### config.mk
export PLATFORM = sky130hd
export DESIGN_NAME = vrd_prerot
export DESIGN_NICKNAME = d
export VERILOG_FILES = /design/src/rtl/vrd_pkg.sv /design/src/rtl/vrd_prerot.sv
export SDC_FILE = /design/constraint.sdc
export NUM_CORES = 1
export LEC_CHECK = 0
export BUFFER_PORTS_ARGS = -buffer_cell sky130_fd_sc_hd__buf_4
export CAP_MARGIN = 20
export CORE_ASPECT_RATIO = 0.75
export CORE_MARGIN = 5
export CORE_UTILIZATION = 40
export CTS_CLUSTER_SIZE = 30
export DETAILED_ROUTE_END_ITERATION = 10
export PLACE_DENSITY = 0.79
export SYNTH_ARGS = -nofsm -noshare
export SYNTH_HDL_FRONTEND = slang
export SYNTH_SLANG_ARGS = --single-unit
export TNS_END_PERCENT = 5
### constraint.sdc
create_clock -name clk -period 0.8 [get_ports clk]
set_input_delay 0.08 -clock clk [delete_from_list [all_inputs] [get_ports clk]]
set_output_delay 0.08 -clock clk [all_outputs]
set_load 0.01 [all_outputs]
### src/rtl/vrd_pkg.sv
// ----------------------------------------------------------------------------
// vrd_pkg: shared types and constants for the vector rotator
// Payload structs, datapath widths, CORDIC arctangent table and gain.
// ----------------------------------------------------------------------------
package vrd_pkg;

    // number of micro-rotations, 8 to 24
    localparam int STAGES = 16;
    localparam int IDX_W  = $clog2(STAGES);

    localparam int XW = 36;   // x, y: Q8.8 << 16 plus sign, negation and gain growth
    localparam int ZW = 32;   // angle in 2^-22 degree units

    localparam int ANGLE_FRAC    = 22;
    localparam int HALF_TURN_DEG = 180;
    localparam logic signed [ZW-1:0] QUARTER_TURN =
        ZW'((HALF_TURN_DEG / 2) * (1 << ANGLE_FRAC));
    localparam logic signed [ZW-1:0] HALF_TURN =
        ZW'(HALF_TURN_DEG * (1 << ANGLE_FRAC));

    // 1/K as Q0.30
    localparam logic [29:0] INV_GAIN = 30'd652032874;

    localparam int ATAN_IW = 5;

    typedef struct packed {
        logic signed [15:0] vec_x;
        logic signed [15:0] vec_y;
        logic signed [15:0] turn_angle;
    } vrd_in_t;

    typedef struct packed {
        logic signed [15:0] rot_x;
        logic signed [15:0] rot_y;
        logic               clipped;
    } vrd_out_t;

    typedef struct packed {
        logic signed [XW-1:0] x;
        logic signed [XW-1:0] y;
        logic signed [ZW-1:0] z;
    } vrd_vec_t;

    // atan(2^-i) in 2^-22 degree units
    function automatic logic signed [ZW-1:0] atan_of(input logic [ATAN_IW-1:0] i);
        logic signed [ZW-1:0] a;
        unique case (i)
            5'd0:    a = 32'sd188743680;
            5'd1:    a = 32'sd111421900;
            5'd2:    a = 32'sd58872272;
            5'd3:    a = 32'sd29884485;
            5'd4:    a = 32'sd15000234;
            5'd5:    a = 32'sd7507429;
            5'd6:    a = 32'sd3754631;
            5'd7:    a = 32'sd1877430;
            5'd8:    a = 32'sd938729;
            5'd9:    a = 32'sd469366;
            5'd10:   a = 32'sd234683;
            5'd11:   a = 32'sd117342;
            5'd12:   a = 32'sd58671;
            5'd13:   a = 32'sd29335;
            5'd14:   a = 32'sd14668;
            5'd15:   a = 32'sd7334;
            5'd16:   a = 32'sd3667;
            5'd17:   a = 32'sd1833;
            5'd18:   a = 32'sd917;
            5'd19:   a = 32'sd458;
            5'd20:   a = 32'sd229;
            5'd21:   a = 32'sd115;
            5'd22:   a = 32'sd57;
            5'd23:   a = 32'sd29;
            default: a = '0;
        endcase
        return a;
    endfunction

endpackage

### src/rtl/vrd_prerot.sv
// ----------------------------------------------------------------------------
// vrd_prerot: input widening and half-turn fold
// Brings the angle within +-90 degrees by negating the vector.
// ----------------------------------------------------------------------------
module vrd_prerot (
    input  logic              clk,
    input  logic              rst_n,
    input  logic              en,
    input  logic              d_valid,
    input  vrd_pkg::vrd_in_t  d,
    output logic              q_valid,
    output vrd_pkg::vrd_vec_t q
);
    import vrd_pkg::*;

    logic     valid_reg, valid_next;
    vrd_vec_t data_reg, data_next;

    logic signed [XW-1:0] x_w, y_w;
    logic signed [ZW-1:0] z_w;

    always_comb
    begin
        x_w = XW'(d.vec_x) <<< 16;
        y_w = XW'(d.vec_y) <<< 16;
        z_w = ZW'(d.turn_angle) <<< 15;
        data_next = '{x: x_w, y: y_w, z: z_w};
        if (z_w > QUARTER_TURN)
        begin
            data_next = '{x: -x_w, y: -y_w, z: z_w - HALF_TURN};
        end
        else if (z_w < -QUARTER_TURN)
        begin
            data_next = '{x: -x_w, y: -y_w, z: z_w + HALF_TURN};
        end
        valid_next = en ? d_valid : valid_reg;
    end

    always_ff @(posedge clk or negedge rst_n)
    begin
        if (!rst_n)
            valid_reg <= 1'b0;
        else
            valid_reg <= valid_next;
    end

    always_ff @(posedge clk)
    begin
        if (en)
            data_reg <= data_next;
    end

    assign q_valid = valid_reg;
    assign q       = data_reg;

endmodule

# Word-level counts from Yosys, hierarchy flattened
# Cells that the tools add are included.
# W data, S select, Z words.
[classes]
n_lt_le_gt_ge = 2
n_addsub = 4
mux = 2
[op_table]
columns = ["operator", "count"]
rows = [
  ["$mux W104", 2],
  ["$neg A32 Y36", 2],
  ["$add A31 B31 Y32 const B", 1],
  ["$sub A31 B31 Y32 const B", 1],
  ["$gt A31 B30 Y1 const B", 1],
  ["$lt A31 B30 Y1 const B", 1],
]
[word_totals]
ff_bits = 105
output_inout_bits = 105
elab_cells = 12
inputBits = 52

# Depth between registers and ports, before layout
[logic_depth]
ltp_word = 3
ltp_mapped = 8
depth_no_buf = 7

# Least setup slack after synthesis
# OpenSTA, ideal clock, no wires.
[synth_path]
path_type = "input to register"
startpoint = "input port d[17] (netlist name)"
endpoint = "register data_reg (netlist bit q[60]), data pin"
path_stages = 7
path_buffers = 0
arrival_ps = 1778
slack_ps = -1236
t_required_ps = 542
path_cell_list = "inv_1 -> ha_1 -> or4b_4 -> or4_4 -> or3_4 -> o31ai_4 -> xnor2_1"
[synth_lines]
columns = ["element", "line", "source"]
rows = [
  ["from (decl)", "vrd_prerot.sv:10", "input vrd_pkg::vrd_in_t d,"],
  ["to (signal assigned)", "vrd_prerot.sv:50", "data_reg <= data_next;"],
  ["to (decl)", "vrd_prerot.sv:17", "vrd_vec_t data_reg, data_next;"],
]

==> flow_metrics.py <==
metrics = {
    "run_status": {
        "outcome": "finished, violations left",
        "violations": "negative setup slack",
    },
    "worst_setup_path": {
        "cp_max_fo": 2,
        "max_stage_delay_ns": 0.47,
        "endpoint_kind": "flop",
        "critical_path_buf_inv_count": 2,
        "cp.arrival_ns": 1.89,
        "worst_setup_path_start_kind": "input port",
        "cp_slowest_cell": "or4b_4",
        "timing.critical_path.max_delay_family": "simple AND/OR/NAND/NOR gates",
        "worstSetupPathType": "input port to flop",
        "path_cells": "buf_12 > inv_12 > ha_4 > or4b_4 > or4_4 > or3_4 > o31ai_4 > xnor2_1",
        "required_ns": 0.89,
    },
    "synth": {
        "syn_area_per_cell_um2": 11.50,
        "synthArstFlopShare_pct": 1.724,
        "synth.most_common_cell": "edfxtp_1",
        "synth_top_cells_by_area": "edfxtp_1 54%, buf_4 11%, xnor2_1 5.0%, xor2_1 3.9%, o21ai_0 2.8%",
        "ys_seq_area_share_pct": 54.93,
        "synth_edf_count": 57,
        "syn-instance-count": 275,
        "synth_top_flop_cell": "edfxtp_1",
        "yosys_register_bits": 58,
        "synth_top_cell_area_share_pct": 54.14,
        "yosys-top-cells-count": "57 x edfxtp_1, 47 x buf_4, 21 x nor2_1, 18 x o21ai_0, 18 x xnor2_1",
        "synth_cell_types": 42,
        "yosys.area.top_type": "edfxtp_1",
        "yosysWarnings": 0,
        "syn_area_um2": 3162,
    },
    "timing": {
        "hold_slack_ns": 0.03343,
        "finClkSkew_ns": 0,
        "fin_ws_ns": -0.9950,
        "drv_slew": 0,
        "period_minus_slack_ns": 1.795,
        "fmax_mhz": 557.1,
        "setup_viol": 104,
        "fin_tns_setup_ns": -36.21,
        "rsz0062_at_grt": "true",
        "fin_crit_sh_pct": 224.4,
        "finalHoldViolations": 0,
    },
    "clocking": {
        "clock_latency_ns": 0.34,
        "htreeDepth": 3,
        "clkTransAtPathRegs_ns": 0.07,
        "clockBufferDepth": 2,
        "cts_tree": "yes",
        "cts-buffers-inserted": 9,
        "cts_num_sinks": 58,
        "cts-root-buf": "clkbuf_8",
    },
    "grt": {
        "overflow": 0,
        "grt_antenna_before_repair": 0,
        "grt_usage_pct": 18.70,
        "grt_max_degree": 23,
        "grt_pass1_vias": 2914,
        "grt_pass1_wl_um": 14240,
    },
    "routing": {
        "totalWireLength_um": 10690,
        "num_vias": 2889,
        "via_per_inst": 4.930,
        "drt_first_iter_violations": 131,
        "final_antenna_net_count": 0,
        "drc": 0,
        "drtPass1Iterations": 4,
        "wl_per_cell_um": 18.24,
    },
    "hold_path": {
        "hold_path_class": "input port to flop",
    },
    "finish": {
        "synthToLayoutAreaGrowth_pct": 71.39,
        "num_antenna_cells": 0,
        "fillers": 495,
        "nNetsFinal": 532,
        "drive_gt1_share_pct": 52.18,
        "final_cell_area_um2": 5419,
    },
    "place": {
        "dpl_cell_area_um2": 4512,
        "place_hpwl_um": 6427,
        "post-place-ws_ns": -1.382,
        "finalWeightedCongestion": 0.9137,
        "numPortBuffers": 109,
    },
    "floorplanning": {
        "dieWidth_um": 112.7,
        "rows": 28,
        "start_util_pct": 40.47,
        "ios": 157,
        "die_h_um": 87.00,
        "core_region_area_um2": 7812,
        "fp.dieArea_um2": 9801,
    },
    "power_and_ir_drop": {
        "pwr_density_cell_nw_per_um2": 1810,
        "peakVddDrop_mv": 1.200,
        "power_leakage_nw": 2.367,
    },
    "run": {
        "drv_cap": 0,
    },
}
-- kinds of logic after synthesis --
kind of cell,share of synthesized area (%)
AO/OA/AOI/OAI,10.29
XOR/XNOR,8.864
adder cells (fa/ha/maj),1.583
buffers and inverters,13.38
flip-flops,54.93
multiplexers,0.3561
other,0.1186
AND/OR/NAND/NOR,10.49
-- power breakdown --
part / leakage, nW / total (mW) / internal, mW / switching, mW
clock: 0.117 / 3.35 / 2.08 / 1.27
combinational: 1.68 / 2.51 / 1.34 / 1.17
sequential: 0.569 / 3.95 / 3.78 / 0.173
total: 2.37 / 9.81 / 7.20 / 2.61
-- cell usage in the layout, fill, tap and decap left out, types with 7 or more instances in the layout --
master and count:
a21oi_2 7, xor2_1 13, nand2_1 10, buf_4 126, o21ai_0 8, xnor2_1 18, buf_6 55, nor2_1 18
dlygate4sd3_1 9, clkbuf_8 9, o21ai_1 7, inv_1 9, edfxtp_1 57, conb_1 47
-- flip-flops by register name, indices dropped and copies added (netlist names) --
name     flops
q_valid      1
q           57
-- through the flow --
stage | utilization [%] | cells | total power [mW]
CTS | 65.34 | 579 | 9.460
detailed placement | 57.75 | 552 | 5.960
finish | 69.36 | 586 | 9.811
floorplan | - | 321 | 4.864
global route | 69.36 | 586 | 10.16
global placement | 57.75 | 552 | 5.892
-- what timing repair did --
item,4_1_cts,5_1_grt
buffers inserted,2,6
pin swaps,11,12
cloned,0,1
gates resized for setup,70,54
setup endpoints to repair,104,104
hold buffers,9,0
endpoints found under the hold margin,9,0
-- layer usage --
metal | wire length, µm | part of all wire (%) | GRT usage, %
met1 | 3867 | 36 | 20.42
met2 | 5727 | 54 | 34.68
met3 | 766 | 7.2 | 4.514
met4 | 326 | 3.1 | 8.297
met5 | 0 | 0 | 0
-- layout make-up --
type	count	area, µm²	share of cell area [%]
timing repair buffer	198	1785	32.95
sequential	58	1737	32.05
multi-input combinational	198	1464	27.01
tap	105	131.4	2.424
clock buffer	10	127.6	2.355
clock inverter	6	115.1	2.124
inverter	11	58.81	1.085
-- worst paths after layout --
| check | startpoint | to | slack [ns] | cells past startpoint |
|---|---|---|---|---|
| worst max-delay path | d[16] | q[60] | -0.99 | 8 |
| worst min-delay path | d[32] | q[84] | 0.03 | 2 |
| worst max register to register | q_valid | q_valid | 0.01 | 1 |
| worst min register to register | q_valid | q_valid | 0.57 | 1 |
| max in group asynchronous | rst_n | q_valid | 0.68 | 2 |
| min in group asynchronous | rst_n | q_valid | 0.04 | 2 |
Power figures use the tool's default switching activity.
