`src/rtl/vrd_pkg.sv`:
```
// ----------------------------------------------------------------------------
// vrd_pkg: shared types and constants for the vector rotator
// Payload structs, datapath widths, CORDIC arctangent table and gain.
// ----------------------------------------------------------------------------
package vrd_pkg;

    // number of micro-rotations, 8 to 24
    localparam int STAGES = 16;
    localparam int IDX_W  = $clog2(STAGES);

    localparam int XW = 36;   // x, y: Q8.8 << 16 plus sign, negation and gain growth
    localparam int ZW = 32;   // angle in 2^-22 degree units

    localparam int ANGLE_FRAC    = 22;
    localparam int HALF_TURN_DEG = 180;
    localparam logic signed [ZW-1:0] QUARTER_TURN =
        ZW'((HALF_TURN_DEG / 2) * (1 << ANGLE_FRAC));
    localparam logic signed [ZW-1:0] HALF_TURN =
        ZW'(HALF_TURN_DEG * (1 << ANGLE_FRAC));

    // 1/K as Q0.30
    localparam logic [29:0] INV_GAIN = 30'd652032874;

    localparam int ATAN_IW = 5;

    typedef struct packed {
        logic signed [15:0] vec_x;
        logic signed [15:0] vec_y;
        logic signed [15:0] turn_angle;
    } vrd_in_t;

    typedef struct packed {
        logic signed [15:0] rot_x;
        logic signed [15:0] rot_y;
        logic               clipped;
    } vrd_out_t;

    typedef struct packed {
        logic signed [XW-1:0] x;
        logic signed [XW-1:0] y;
        logic signed [ZW-1:0] z;
    } vrd_vec_t;

    // atan(2^-i) in 2^-22 degree units
    function automatic logic signed [ZW-1:0] atan_of(input logic [ATAN_IW-1:0] i);
        logic signed [ZW-1:0] a;
        unique case (i)
            5'd0:    a = 32'sd188743680;
            5'd1:    a = 32'sd111421900;
            5'd2:    a = 32'sd58872272;
            5'd3:    a = 32'sd29884485;
            5'd4:    a = 32'sd15000234;
            5'd5:    a = 32'sd7507429;
            5'd6:    a = 32'sd3754631;
            5'd7:    a = 32'sd1877430;
            5'd8:    a = 32'sd938729;
            5'd9:    a = 32'sd469366;
            5'd10:   a = 32'sd234683;
            5'd11:   a = 32'sd117342;
            5'd12:   a = 32'sd58671;
            5'd13:   a = 32'sd29335;
            5'd14:   a = 32'sd14668;
            5'd15:   a = 32'sd7334;
            5'd16:   a = 32'sd3667;
            5'd17:   a = 32'sd1833;
            5'd18:   a = 32'sd917;
            5'd19:   a = 32'sd458;
            5'd20:   a = 32'sd229;
            5'd21:   a = 32'sd115;
            5'd22:   a = 32'sd57;
            5'd23:   a = 32'sd29;
            default: a = '0;
        endcase
        return a;
    endfunction

endpackage

```
`src/rtl/vrd_cell.sv`:
```
// ----------------------------------------------------------------------------
// vrd_cell: one CORDIC micro-rotation
// Rotates toward zero residual angle by atan(2^-idx), registered.
// ----------------------------------------------------------------------------
module vrd_cell (
    input  logic                      clk,
    input  logic                      rst_n,
    input  logic                      en,
    input  logic [vrd_pkg::IDX_W-1:0] idx,
    input  logic                      d_valid,
    input  vrd_pkg::vrd_vec_t         d,
    output logic                      q_valid,
    output vrd_pkg::vrd_vec_t         q
);
    import vrd_pkg::*;

    logic     valid_reg, valid_next;
    vrd_vec_t data_reg, data_next;

    logic signed [XW-1:0] dx, dy;
    logic signed [ZW-1:0] da;

    always_comb
    begin
        dx = d.y >>> idx;
        dy = d.x >>> idx;
        da = atan_of(ATAN_IW'(idx));
        if (!d.z[ZW-1])
            data_next = '{x: d.x - dx, y: d.y + dy, z: d.z - da};
        else
            data_next = '{x: d.x + dx, y: d.y - dy, z: d.z + da};
        valid_next = en ? d_valid : valid_reg;
    end

    always_ff @(posedge clk or negedge rst_n)
    begin
        if (!rst_n)
            valid_reg <= 1'b0;
        else
            valid_reg <= valid_next;
    end

    always_ff @(posedge clk)
    begin
        if (en)
            data_reg <= data_next;
    end

    assign q_valid = valid_reg;
    assign q       = data_reg;

endmodule

```
`config.mk`:
```
export PLATFORM = sky130hd
export DESIGN_NAME = vrd_cell
export DESIGN_NICKNAME = d
export VERILOG_FILES = /design/src/rtl/vrd_pkg.sv /design/src/rtl/vrd_cell.sv
export SDC_FILE = /design/constraint.sdc
export NUM_CORES = 1
export LEC_CHECK = 0
export BUFFER_PORTS_ARGS = -buffer_cell sky130_fd_sc_hd__buf_2
export CORE_MARGIN = 2
export CORE_UTILIZATION = 60
export DETAILED_ROUTE_END_ITERATION = 16
export PLACE_DENSITY = 0.9
export SYNTH_ARGS = -nofsm -noshare
export SYNTH_HDL_FRONTEND = slang
export SYNTH_SLANG_ARGS = --single-unit
```
`constraint.sdc`:
```
create_clock -name clk -period 0.95 [get_ports clk]
set_input_delay 0.095 -clock clk [delete_from_list [all_inputs] [get_ports clk]]
set_output_delay 0.095 -clock clk [all_outputs]
set_load 0.02 [all_outputs]
```
==> flow_summary_export.csv, run 1 <==
group,metric,value,unit
synth,ys_ff_latch,105,
synth,synth_edf_count,104,
run_status,lastStage,"global routing",
synth,synth_most_common_cell,"a21oi_1",
global_routing,grt_remaining_overflow,1198,
synth,ys_seq_area_share,21.1,%
clocking,cts_made_buffers,9,
synth,syn_area,0.0149,mm²
clocking,clockRootBuffer,"clkbuf_16",
synth,syn_nets,1910,
clocking,clock_path_buffers,2,
global_routing,grt_use_total,93.7,%
global_routing,grt_pass1_vias,28000,
synth,synth_top_cell_by_area,"edfxtp_1",
place,numPortBuffers,216,
floorplan,initial_core_util,61.3,%
floorplan,die_h,162,µm
run_status,status,"stopped before the end",
synth,yosysTopAreaCellShare,20.9,%
run_status,error_line,"[ERROR GRT-0116] Global routing finished with congestion. Check the congestion regions in the DRC Viewer.",
synth,synth.top_cells.by_area,"edfxtp_1 (21%), mux4_2 (12%), ha_1 (9.5%), xnor2_1 (6.4%), a21oi_1 (5.6%)",
global_routing,grt_first_pass_wirelength,190,mm
clocking,clock_tree.htree_level_count,3,
global_routing,grt_start_max_net_pins,61,
place,gp_congestion,1.03,
floorplan,pin_count,217,
floorplan,rows,57,
synth,ys_types,81,
synth,yosysWarnings,0,
synth,synthTopCellsByCount,"a21oi_1 (166), nand2_1 (145), nor2_1 (139), ha_1 (113), xnor2_1 (110)",
place,hpwl,54.7,mm
synth,synthCells,1682,
synth,async_reset_ff_share,0.952,%
synth,synth.avg_cell_area,8.88,µm²
clocking,cts.sinks,105,
floorplan,die_width,162,µm
synth,synth_flop_cell,"edfxtp_1",
kinds of logic after synthesis:
group           Yosys count  share of synthesized area (%)
buf+inv                 140                           4.22
fa+ha+maj               116                           9.87
simple gates            484                           15.6
compound gates          494                           20.9
mux                     167                           18.0
flops                   105                           21.1
xor+xnor                176                           10.3
routing by layer:
layer	GRT overflow	track usage [%]
met2	798	112
met5	5	57.4
met1	19	87.9
met3	15	77.4
met4	361	103
metrics by stage:
stage | setup slack (ns) | setup TNS [ns] | std cells | cell area (µm²) | hold slack [ns]
after floorplan | -3.91 | -303.91 | 1682 | 15700 | -0.201
after global placement | -4.02 | -327.25 | 2805 | 21600 | -0.130
after detailed placement | -4.60 | -362.47 | 2805 | 21600 | -0.126
after CTS | -3.72 | -299.17 | 2876 | 23300 | 0.0179
what timing repair did:
item                                    4_1_cts
endpoints found under the hold margin         2
pin swaps                                    82
hold buffers                                  3
setup buffers                                51
resized for setup                           195
cloned                                        3
endpoints found under the setup margin      209
==> run 2: changes to the inputs <==
- CORE_UTILIZATION: 60 -> 40
- PLACE_DENSITY: 0.9 -> unset
- PLACE_DENSITY_LB_ADDON: unset -> 0.15
==> flow_summary_export.csv, run 2 <==
group,metric,value,unit
floorplan,die_area,0.0389,mm²
sta,fin_ws,-3.55,ns
synth,synthCells,1682,
sta,setup_tns,-289.76,ns
global_routing,grt_start_max_net_pins,56,
sta,finClkSkew,0,ns
layout,postLayoutCellArea,0.0268,mm²
sta,worst_slew_pin_slew,0.690,ns
run_status,status,"finished, violations left",
synth,synth_most_common_cell,"a21oi_1",
synth,synth_top_cell_by_area,"edfxtp_1",
synth,syn_area,0.0149,mm²
critical_path,r2r_start,"q_valid$_DFFE_PN0P_",
critical_path,cp-end-kind,"flip-flop",
route,drtIter0Drc,940,
clocking,clk_pin_slew_worst_paths,0.08,ns
synth,async_reset_ff_share,0.952,%
synth,ys_seq_area_share,21.1,%
global_routing,antenna_found_initial,5,
route,drc_errors,0,
floorplan,die_width,197,µm
layout,synthToLayoutAreaGrowth,79.2,%
clocking,clock_path_buffers,2,
critical_path,cp_max_fo,5,
route,wl_per_cell,19.4,µm
global_routing,grt_use_total,30.1,%
critical_path,startpoint_type,"input pin",
critical_path,crit_chain,"buf_16 > buf_12 > mux4_2 > mux4_2 > nor2_4 > o311ai_4 > and4b_2 > buf_6 > nor2b_4 > a21oi_2 > xor2_1 > ha_1 > and3_4 > and2_4 > and3_4 > a31o_4 > a21oi_2 > o21a_1 > a21boi_2 > or4_1 > nand3_1",
synth,yosysTopAreaCellShare,20.9,%
power,seqPwrFrac,19.4,%
route,vias,17600,
synth,synthTopCellsByCount,"a21oi_1 (166), nand2_1 (145), nor2_1 (139), ha_1 (113), xnor2_1 (110)",
sta,rsz0062_at_grt,"yes",
sta,fmax,222,MHz
power,power_frac_comb,71.2,%
sta,slew_headroom,53.5,%
synth,synth.avg_cell_area,8.88,µm²
place,hpwl,44.9,mm
critical_path,critPathLaunch,"idx[0]",
critical_path,slowest_delay,0.54,ns
clocking,worstSkewPairLatency,0.38,ns
global_routing,grt_first_pass_wirelength,92.2,mm
power,p_sw_share,39.9,%
clocking,cts_tree,"done",
synth,synth_edf_count,104,
critical_path,crit_slowest_cell,"mux4_2",
sta,fin_crit,4.50,ns
route,wl,61.3,mm
global_routing,grt_pass1_vias,18000,
floorplan,pin_count,217,
run,drv_cap,0,
clocking,clock_tree.htree_level_count,3,
hold_path,hp-start,"d[68]",
floorplan,core,0.0367,mm²
critical_path,cp.arrival,4.75,ns
layout,layout_common_cells,"buf_4 (724), buf_6 (166), buf_2 (136)",
hold_path,min_path_type,"input pin to flip-flop",
critical_path,path_class,"input pin to flip-flop",
sta,final_max_slew_viol_count,0,
clocking,cts.sinks,105,
layout,largest_reg_flops,104,
route,firstDrtPassIters,6,
clocking,cts_made_buffers,9,
layout,layout-drive-gt1-share,59.3,%
place,place_area,0.0222,mm²
power,powerDensity,1440,mW/mm²
run_status,violations,"negative setup slack",
synth,yosysWarnings,0,
synth,syn_nets,1910,
critical_path,crit_required,1.21,ns
power,clock_power_share,9.4,%
place,gp_congestion,0.928,
layout,final_common_cell,"buf_4",
power,p_int,23300,µW
power,ir_drop,1080,µV
synth,synth_flop_cell,"edfxtp_1",
sta,setup_viol_count_final,209,
floorplan,rows,70,
place,numPortBuffers,216,
global_routing,grt_remaining_overflow,0,
layout,finalNetCount,2897,
route,ant_nets,0,
power,p_leak,0.0120,µW
synth,synth.top_cells.by_area,"edfxtp_1 (21%), mux4_2 (12%), ha_1 (9.5%), xnor2_1 (6.4%), a21oi_1 (5.6%)",
sta,finalHoldViolCount,0,
synth,ys_types,81,
route,vias_per_cell,5.60,
floorplan,initial_core_util,40.7,%
floorplan,die_h,197,µm
power,switching_power,15400,µW
synth,ys_ff_latch,105,
sta,period_share,473,%
clocking,clockRootBuffer,"clkbuf_16",
run 2: logic make-up after synthesis:
group	Yosys count	synth area share (%)
xor+xnor	176	10.3
buf+inv	140	4.22
fa+ha+maj	116	9.87
compound gates	494	20.9
flops	105	21.1
simple gates	484	15.6
mux	167	18.0
run 2: stage by stage:
stage	worst slack (ns)	util (%)	hold WS, ns	total power, µW	cells
after floorplan	-3.91	-	-0.201	19100	1682
after global placement	-4.15	60.5	-0.130	28200	2996
after detailed placement	-4.21	60.5	-0.129	28400	2996
after CTS	-3.45	68.6	0.0237	35700	3105
after global routing	-3.70	72.9	0.0415	40900	3147
final	-3.55	73.0	0.0388	38700	3150
run 2: what timing repair did:
action / in CTS / in global routing
buffers inserted: 89 / 69
endpoints found under the hold margin: 2 / 0
pin swaps: 182 / 179
setup endpoints to repair: 209 / 209
gates cloned: 5 / 1
gates resized for setup: 419 / 316
hold buffers: 3 / 0
run 2: path summary, 6_finish.rpt:
| path | endpoint | slack [ns] | cells past startpoint |
|---|---|---|---|
| worst max-delay path | q[60]$_DFFE_PP_ | -3.55 | 21 |
| worst min-delay path | q[68]$_DFFE_PP_ | 0.04 | 2 |
| worst max register to register | q_valid$_DFFE_PN0P_ | 0.19 | 1 |
| worst min register to register | q_valid$_DFFE_PN0P_ | 0.54 | 1 |
| max in group asynchronous | q_valid$_DFFE_PN0P_ | 0.32 | 3 |
| min in group asynchronous | q_valid$_DFFE_PN0P_ | 0.53 | 3 |
run 2: area by class of cell:
cell class                 instances  area, µm²
multi-input combinational       1437      13800
fill                            2632       9920
inverter                          55        243
tap                              468        586
timing repair buffer            1061       8690
sequential                       105       3150
antenna                            8       20.0
clock buffer                       9        225
clock inverter                     7       45.0
run 2: critical path: cells and delay by family:
family,cells,cell delay (ns)
AO/OA/AOI/OAI,6,0.88
buffers and inverters,3,0.35
XOR/XNOR,1,0.18
adder cells (fa/ha/maj),1,0.31
multiplexers,2,1.07
AND/OR/NAND/NOR,8,1.83
run 2: layer usage:
metal	up-vias	part of all wire [%]	wire [µm]	track usage, %
li1	8327	-	-	-
met1	8629	37	22900	33.3
met2	527	54	32900	56.7
met3	165	4.0	2440	3.28
met4	0	4.9	3010	15.2
met5	-	0	0	0
run 2: power groups by stage:
stage | registers, µW | logic, µW | clock network, µW
2_1_floorplan | 9080 | 10000 | 0
3_3_place_gp | 7350 | 20800 | 0
3_5_place_dp | 7350 | 21100 | 0
4_1_cts | 7350 | 24600 | 3750
5_1_grt | 7620 | 29400 | 3880
6_report | 7510 | 27500 | 3650
Power figures use the tool's default switching activity.
