==> src/rtl/vrd_pkg.sv <==
// ----------------------------------------------------------------------------
// vrd_pkg: shared types and constants for the vector rotator
// Payload structs, datapath widths, CORDIC arctangent table and gain.
// ----------------------------------------------------------------------------
package vrd_pkg;

    // number of micro-rotations, 8 to 24
    localparam int STAGES = 16;
    localparam int IDX_W  = $clog2(STAGES);

    localparam int XW = 36;   // x, y: Q8.8 << 16 plus sign, negation and gain growth
    localparam int ZW = 32;   // angle in 2^-22 degree units

    localparam int ANGLE_FRAC    = 22;
    localparam int HALF_TURN_DEG = 180;
    localparam logic signed [ZW-1:0] QUARTER_TURN =
        ZW'((HALF_TURN_DEG / 2) * (1 << ANGLE_FRAC));
    localparam logic signed [ZW-1:0] HALF_TURN =
        ZW'(HALF_TURN_DEG * (1 << ANGLE_FRAC));

    // 1/K as Q0.30
    localparam logic [29:0] INV_GAIN = 30'd652032874;

    localparam int ATAN_IW = 5;

    typedef struct packed {
        logic signed [15:0] vec_x;
        logic signed [15:0] vec_y;
        logic signed [15:0] turn_angle;
    } vrd_in_t;

    typedef struct packed {
        logic signed [15:0] rot_x;
        logic signed [15:0] rot_y;
        logic               clipped;
    } vrd_out_t;

    typedef struct packed {
        logic signed [XW-1:0] x;
        logic signed [XW-1:0] y;
        logic signed [ZW-1:0] z;
    } vrd_vec_t;

    // atan(2^-i) in 2^-22 degree units
    function automatic logic signed [ZW-1:0] atan_of(input logic [ATAN_IW-1:0] i);
        logic signed [ZW-1:0] a;
        unique case (i)
            5'd0:    a = 32'sd188743680;
            5'd1:    a = 32'sd111421900;
            5'd2:    a = 32'sd58872272;
            5'd3:    a = 32'sd29884485;
            5'd4:    a = 32'sd15000234;
            5'd5:    a = 32'sd7507429;
            5'd6:    a = 32'sd3754631;
            5'd7:    a = 32'sd1877430;
            5'd8:    a = 32'sd938729;
            5'd9:    a = 32'sd469366;
            5'd10:   a = 32'sd234683;
            5'd11:   a = 32'sd117342;
            5'd12:   a = 32'sd58671;
            5'd13:   a = 32'sd29335;
            5'd14:   a = 32'sd14668;
            5'd15:   a = 32'sd7334;
            5'd16:   a = 32'sd3667;
            5'd17:   a = 32'sd1833;
            5'd18:   a = 32'sd917;
            5'd19:   a = 32'sd458;
            5'd20:   a = 32'sd229;
            5'd21:   a = 32'sd115;
            5'd22:   a = 32'sd57;
            5'd23:   a = 32'sd29;
            default: a = '0;
        endcase
        return a;
    endfunction

endpackage

==> src/rtl/vrd_scale.sv <==
// ----------------------------------------------------------------------------
// vrd_scale: gain removal, rounding and saturation for one component
// Split 18x30 partial products, then round-half-up add, then clamp.
// ----------------------------------------------------------------------------
module vrd_scale (
    input  logic                        clk,
    input  logic                        en,
    input  logic signed [vrd_pkg::XW-1:0] v,
    output logic signed [15:0]          r,
    output logic                        sat
);
    import vrd_pkg::*;

    localparam int LO_W  = 18;
    localparam int HI_W  = XW - LO_W;
    localparam int SUM_W = XW + 31;
    localparam int SH    = 46;
    localparam int RW    = SUM_W - SH;

    logic        [LO_W+29:0]  lo_reg, lo_next;
    logic signed [HI_W+30:0]  hi_reg, hi_next;
    logic signed [SUM_W-1:0]  sum_reg, sum_next;
    logic signed [15:0]       r_reg, r_next;
    logic                     sat_reg, sat_next;
    logic signed [RW-1:0]     rs;

    always_comb
    begin
        lo_next  = (LO_W+30)'(v[LO_W-1:0]) * (LO_W+30)'(INV_GAIN);
        hi_next  = (HI_W+31)'($signed(v[XW-1:LO_W])) * (HI_W+31)'($signed({1'b0, INV_GAIN}));
        sum_next = (SUM_W'(hi_reg) <<< LO_W) + $signed(SUM_W'(lo_reg))
                 + (SUM_W'(1) <<< (SH - 1));
        rs = sum_reg[SUM_W-1:SH];
        // clamp when the bits above bit 15 are not a pure sign extension
        if (rs[RW-1:15] != {(RW-15){rs[RW-1]}})
        begin
            sat_next = 1'b1;
            r_next   = rs[RW-1] ? 16'sh8000 : 16'sh7fff;
        end
        else
        begin
            sat_next = 1'b0;
            r_next   = rs[15:0];
        end
    end

    always_ff @(posedge clk)
    begin
        if (en)
        begin
            lo_reg  <= lo_next;
            hi_reg  <= hi_next;
            sum_reg <= sum_next;
            r_reg   <= r_next;
            sat_reg <= sat_next;
        end
    end

    assign r   = r_reg;
    assign sat = sat_reg;

endmodule

==> config.mk <==
export PLATFORM = sky130hd
export DESIGN_NAME = vrd_scale
export DESIGN_NICKNAME = d
export VERILOG_FILES = /design/src/rtl/vrd_pkg.sv /design/src/rtl/vrd_scale.sv
export SDC_FILE = /design/constraint.sdc
export NUM_CORES = 1
export LEC_CHECK = 0
export ABC_CLOCK_PERIOD_IN_PS = 8300
export BUFFER_PORTS_ARGS = -buffer_cell sky130_fd_sc_hd__buf_2
export CORE_UTILIZATION = 45
export DETAILED_ROUTE_END_ITERATION = 7
export PLACE_DENSITY = 0.64
export SLEW_MARGIN = 10
export SYNTH_ARGS = -nofsm -noshare
export SYNTH_HDL_FRONTEND = slang
export SYNTH_SLANG_ARGS = --single-unit
==> constraint.sdc <==
create_clock -name clk -period 8.3 [get_ports clk]
set_clock_uncertainty 0.05 [all_clocks]
set_input_delay 0.83 -clock clk [delete_from_list [all_inputs] [get_ports clk]]
set_output_delay 0.83 -clock clk [all_outputs]
set_load 0.01 [all_outputs]
======== Word level (Yosys, flattened, before mapping) ========
Cells that the tools add are included.
Widths: inputs -> output; s select.
storage, ports and cells
  word-level logic and storage cells ...... 13
  register bits after elaboration ......... 179
operators by class
  add/subtract/negate cells ............... 2
  multiplexer cells ....................... 3
  multipliers ............................. 2
  equality and inequality tests ........... 1
operators with widths
  kind                    count
  $add 67x47->67 const B  1
  $add 67x49->67          1
  $mul 18x30->48 const B  1
  $mul 18x29->47 const B  1
  $mux 16                 2
  $ne 5x5->1              1
  $mux 1                  1

======== Longest topological paths before layout ========
  depth after elaboration ................. 2
  gate-level depth with buffers ........... 24

======== Worst setup path after synthesis ========
Ideal clock, no wire load.
  kind .................................... input to register
  start point ............................. input port v[15] in the netlist's numbering
  end point ............................... register lo_reg[46] (data pin)
  arrival time ............................ 6.213 ns
  required time ........................... 7.992 ns
  buffers on the path ..................... 1
  cell stages on the path ................. 22
  library setup time ...................... 0.258 ns
  path slack .............................. 1.779 ns
  cells stage by stage .................... ha_1 > inv_1 > fa_1 > inv_1 > fa_1 > fa_1 > fa_1 > inv_1 > fa_1 > inv_1 > ha_1 > clkbuf_1 > nand4_1 > a2111oi_0 > o31ai_1 > o211ai_2 > o211ai_1 > a311o_1 > a21oi_2 > o21a_1 > nor2_1 > xnor2_1
on the way
  cells in the longest elaborated chain, start to end .. 1
RTL lines
  item                  line             source
  from (decl)           vrd_scale.sv:8   input logic signed [vrd_pkg::XW-1:0] v,
  $mul 18x29->47        vrd_scale.sv:29  lo_next = (LO_W+30)'(v[LO_W-1:0]) * (LO_W+30)'(INV_GAIN);
  net lo_next[46]       vrd_scale.sv:20  logic [LO_W+29:0] lo_reg, lo_next;
  to (signal assigned)  vrd_scale.sv:51  lo_reg <= lo_next;
  to (decl)             vrd_scale.sv:20
The timed path passes the listed nets, and every way through them passes these cells.
A chain may end at the register's enable or synchronous reset.

======== Worst setup path after layout ========
  start point ............................. input port v[16] in the netlist's numbering
  end point ............................... register lo_reg[46] (data pin)
The elaborated chain is that of the path after synthesis.

==> flow_results.xml <==
<?xml version="1.0" encoding="UTF-8"?>
<metrics>
  <group name="status">
    <metric name="status" unit="">completed</metric>
  </group>
  <group name="worst_hold_path">
    <metric name="worst_hold_path.endpoint" unit="">r[12]$_DFFE_PP_</metric>
    <metric name="holdCritPathClass" unit="">flop to flop</metric>
    <metric name="timing.hold.worst.start" unit="">sum_reg[58]$_DFFE_PP_</metric>
    <metric name="whs_path_depth" unit="">1</metric>
  </group>
  <group name="critical_path">
    <metric name="rr_worst_depth" unit="">12</metric>
    <metric name="cp_cell_sequence" unit="">buf_2 &gt; inv_1 &gt; ha_1 &gt; inv_1 &gt; fa_1 &gt; fa_1 &gt; fa_1 &gt; fa_1 &gt; inv_1 &gt; fa_1 &gt; inv_1 &gt; ha_1 &gt; nand4_1 &gt; a2111oi_0 &gt; o31ai_1 &gt; o211ai_2 &gt; o211ai_1 &gt; a311o_1 &gt; a21oi_2 &gt; o21a_1 &gt; nor2_1 &gt; xnor2_1</metric>
    <metric name="worstSetupStartpointType" unit="">primary input</metric>
    <metric name="cp_max_fo" unit="">9</metric>
    <metric name="critPathKind" unit="">primary input to flop</metric>
    <metric name="rr_endpoint" unit="">sum_reg[66]$_DFFE_PP_</metric>
    <metric name="worstPathRequired" unit="ns">8.41</metric>
    <metric name="r2r_start" unit="">lo_reg[21]$_DFFE_PP_</metric>
    <metric name="worst_setup_path_end_kind" unit="">flop</metric>
    <metric name="cpPeakStageDelay" unit="ns">0.61</metric>
    <metric name="path_common_cell" unit="">sky130_fd_sc_hd__fa_1</metric>
    <metric name="timing.critical_path.max_delay_family" unit="">adder cells</metric>
    <metric name="critPathArrivalTime" unit="ns">7.11</metric>
    <metric name="cpMaxStageDelayCell" unit="">sky130_fd_sc_hd__fa_1</metric>
    <metric name="timing.critical_path.buf_inv" unit="">5</metric>
    <metric name="setup.reg_to_reg.worst_slack" unit="ns">4.33</metric>
  </group>
  <group name="die">
    <metric name="num_rows" unit="">83</metric>
    <metric name="effective_utilization_at_floorplan" unit="%">45.6</metric>
    <metric name="core-area" unit="sq mm">0.0513</metric>
    <metric name="die_w" unit="um">230</metric>
    <metric name="floorplan.io_pins" unit="">55</metric>
    <metric name="die-area" unit="sq mm">0.0529</metric>
    <metric name="die_h" unit="um">230</metric>
  </group>
  <group name="logic_synthesis">
    <metric name="synth_adder_area_share" unit="%">57.2</metric>
    <metric name="synth.yosys.seq_area_share" unit="%">14.8</metric>
    <metric name="synthCells" unit="">2241</metric>
    <metric name="ys_types" unit="">68</metric>
    <metric name="synthSimpleGateAreaFrac" unit="%">4.80</metric>
    <metric name="synth.ff_latch_count" unit="">115</metric>
    <metric name="postSynthAreaPerCell" unit="sq um">10.4</metric>
    <metric name="ys_warn_count" unit="">0</metric>
    <metric name="yosysTopAreaCell" unit="">sky130_fd_sc_hd__fa_1</metric>
    <metric name="synthesized_netlist_net_count" unit="">3099</metric>
    <metric name="synthArstFlopShare" unit="%">0</metric>
    <metric name="synth_area" unit="sq mm">0.0234</metric>
    <metric name="synth_top_cell_area_share" unit="%">35.6</metric>
    <metric name="synth_xor_xnor_area_share" unit="%">3.07</metric>
    <metric name="synth_edf_count" unit="">115</metric>
    <metric name="synth-main-ff-cell" unit="">sky130_fd_sc_hd__edfxtp_1</metric>
    <metric name="synth_compound_area_share" unit="%">8.91</metric>
    <metric name="synthMuxAreaShare" unit="%">0.0856</metric>
    <metric name="top_cells_by_area_synth" unit="">sky130_fd_sc_hd__fa_1 (36%), sky130_fd_sc_hd__ha_1 (22%), sky130_fd_sc_hd__edfxtp_1 (15%), sky130_fd_sc_hd__inv_1 (11%), sky130_fd_sc_hd__a21o_1 (2.7%)</metric>
    <metric name="synth_top_family_by_area" unit="">adder cells</metric>
  </group>
  <group name="clock_tree">
    <metric name="insertion_delay" unit="ns">0.41</metric>
    <metric name="quantity_of_hold_fixing_buffers_added_after_cts" unit="">0</metric>
    <metric name="h-tree-depth" unit="">4</metric>
    <metric name="cts.root.buffer_cell" unit="">sky130_fd_sc_hd__clkbuf_16</metric>
    <metric name="cts_num_sinks" unit="">115</metric>
    <metric name="clock_tree.buffer_depth" unit="">2</metric>
    <metric name="cts_tree" unit="">built</metric>
    <metric name="postCtsResizedCells" unit="">0</metric>
    <metric name="clk_pin_slew" unit="ns">0.05</metric>
    <metric name="cts_post_setup_buffers_inserted" unit="">0</metric>
    <metric name="cts_bufs_inserted" unit="">17</metric>
  </group>
  <group name="sta">
    <metric name="rsz0062_at_grt" unit="">no</metric>
    <metric name="final.setup.tns" unit="ns">0</metric>
    <metric name="finalHoldViolations" unit="">0</metric>
    <metric name="worst_relative_slew_slack" unit="%">29.2</metric>
    <metric name="max_slew.worst_pin.slew" unit="ns">1.05</metric>
    <metric name="period_minus_ws_final" unit="ns">7.00</metric>
    <metric name="report.final.slew_viol_count" unit="">0</metric>
    <metric name="finalSetupViolCount" unit="">0</metric>
    <metric name="fin_crit_sh" unit="%">84.3</metric>
    <metric name="highest_clock_rate" unit="GHz">0.143</metric>
  </group>
  <group name="drt">
    <metric name="routed_wirelength" unit="um">57600</metric>
    <metric name="drt-wirelength-per-cell" unit="um">19.2</metric>
    <metric name="routed-via-count" unit="">15300</metric>
    <metric name="first_iter_violations" unit="">842</metric>
    <metric name="post_drt_via_cell_ratio" unit="">5.10</metric>
    <metric name="drcViolationCount" unit="">0</metric>
    <metric name="drt_first_pass_iters" unit="">5</metric>
    <metric name="antenna_left" unit="">0</metric>
  </group>
  <group name="place">
    <metric name="port_buffers" unit="">54</metric>
    <metric name="detailed_place_hpwl" unit="um">51600</metric>
    <metric name="gp_congestion" unit="">0.978</metric>
  </group>
  <group name="global_route">
    <metric name="global_route.peak_usage_layer" unit="">met2</metric>
    <metric name="grt_first_pass_wirelength" unit="um">93600</metric>
    <metric name="use_met3" unit="%">1.77</metric>
    <metric name="global_route.usage.met2" unit="%">37.9</metric>
    <metric name="grt_pass1_vias" unit="">16800</metric>
    <metric name="total_global_routing_track_utilization" unit="%">23.0</metric>
    <metric name="grt_util_met1" unit="%">33.2</metric>
    <metric name="antenna_found_initial" unit="">0</metric>
    <metric name="grt_max_degree" unit="">75</metric>
    <metric name="grt_overflow" unit="">0</metric>
  </group>
  <group name="layout">
    <metric name="mostFrequentLayoutCells" unit="">sky130_fd_sc_hd__inv_1 (673), sky130_fd_sc_hd__fa_1 (416), sky130_fd_sc_hd__ha_1 (404)</metric>
    <metric name="leading_cell_type_in_the_layout_fill_and_taps_excluded" unit="">sky130_fd_sc_hd__inv_1</metric>
    <metric name="largest_reg_flops" unit="">48</metric>
    <metric name="synthToLayoutAreaGrowth" unit="%">7.25</metric>
    <metric name="regArea" unit="sq mm">0.00345</metric>
    <metric name="finish.net_count" unit="">3156</metric>
    <metric name="multiInputGateArea" unit="sq mm">0.0173</metric>
    <metric name="insertedDiodeCount" unit="">0</metric>
    <metric name="layout.filler_cells" unit="">4817</metric>
    <metric name="layout-drive-gt1-share" unit="%">4.46</metric>
  </group>
  <group name="run">
    <metric name="total_of_max_cap_violations" unit="">0</metric>
  </group>
</metrics>
how the worst max path moves through the flow:
| stage | endpoint | from | slack [ns] | cells after the start |
|---|---|---|---|---|
| 2_1_floorplan | lo_reg[46]$_DFFE_PP_ | v[15] | 1.78 | 22 |
| 3_3_place_gp | lo_reg[46]$_DFFE_PP_ | v[16] | 0.99 | 22 |
| 3_5_place_dp | lo_reg[46]$_DFFE_PP_ | v[16] | 0.94 | 22 |
| 4_1_cts | lo_reg[46]$_DFFE_PP_ | v[16] | 1.32 | 22 |
| 5_1_grt | lo_reg[46]$_DFFE_PP_ | v[16] | 0.90 | 22 |
| 6_report | lo_reg[46]$_DFFE_PP_ | v[16] | 1.30 | 22 |
kinds of logic (layout without fill, tap and decap cells):
kind of cell | count (synthesis) | after routing
flip-flops | 115 | 115
AND/OR/NAND/NOR | 223 | 223
AO/OA/AOI/OAI | 309 | 309
XOR/XNOR | 82 | 82
buffers and inverters | 690 | 759
multiplexers | 2 | 2
adder cells (fa/ha/maj) | 820 | 820
area by class of cell:
cell class | instances | share of cell area, %
clock inverter | 14 | 0.833
sequential | 115 | 13.8
timing repair buffer | 55 | 1.12
inverter | 673 | 10.1
tap | 680 | 3.39
multi-input combinational | 1436 | 69.1
clock buffer | 17 | 1.70
routing by layer:
metal	wire, um	share of wire [%]
met3	2150	3.7
met5	0	0
met2	27000	47
met1	27300	48
met4	1050	1.8
Yosys cell counts, drive strengths merged, types with 17 or more instances:
cell and count:
inv 673, fa 416, ha 404, edfxtp 115, a21oi 87, a21o 83
nand2 57, nor2 51, o21ai 46, xnor2 45, xor2 37, nor3 17
stage by stage:
| step | worst slack (ns) | utilization [%] | std cells | hold WS [ns] | area (sq um) |
|---|---|---|---|---|---|
| 2_1_floorplan | 1.78 | - | 2241 | 0.445 | 23400 |
| 3_3_place_gp | 0.992 | 47.6 | 2959 | 0.457 | 24400 |
| 3_5_place_dp | 0.939 | 47.6 | 2959 | 0.459 | 24400 |
| 4_1_cts | 1.32 | 48.9 | 2990 | 0.471 | 25100 |
| 5_1_grt | 0.900 | 48.9 | 2990 | 0.491 | 25100 |
| 6_report | 1.30 | 48.9 | 2990 | 0.465 | 25100 |
Power is left out: the tool's default activity adds up to more than one toggle a clock period on the data nets, which glitch-free logic cannot reach.
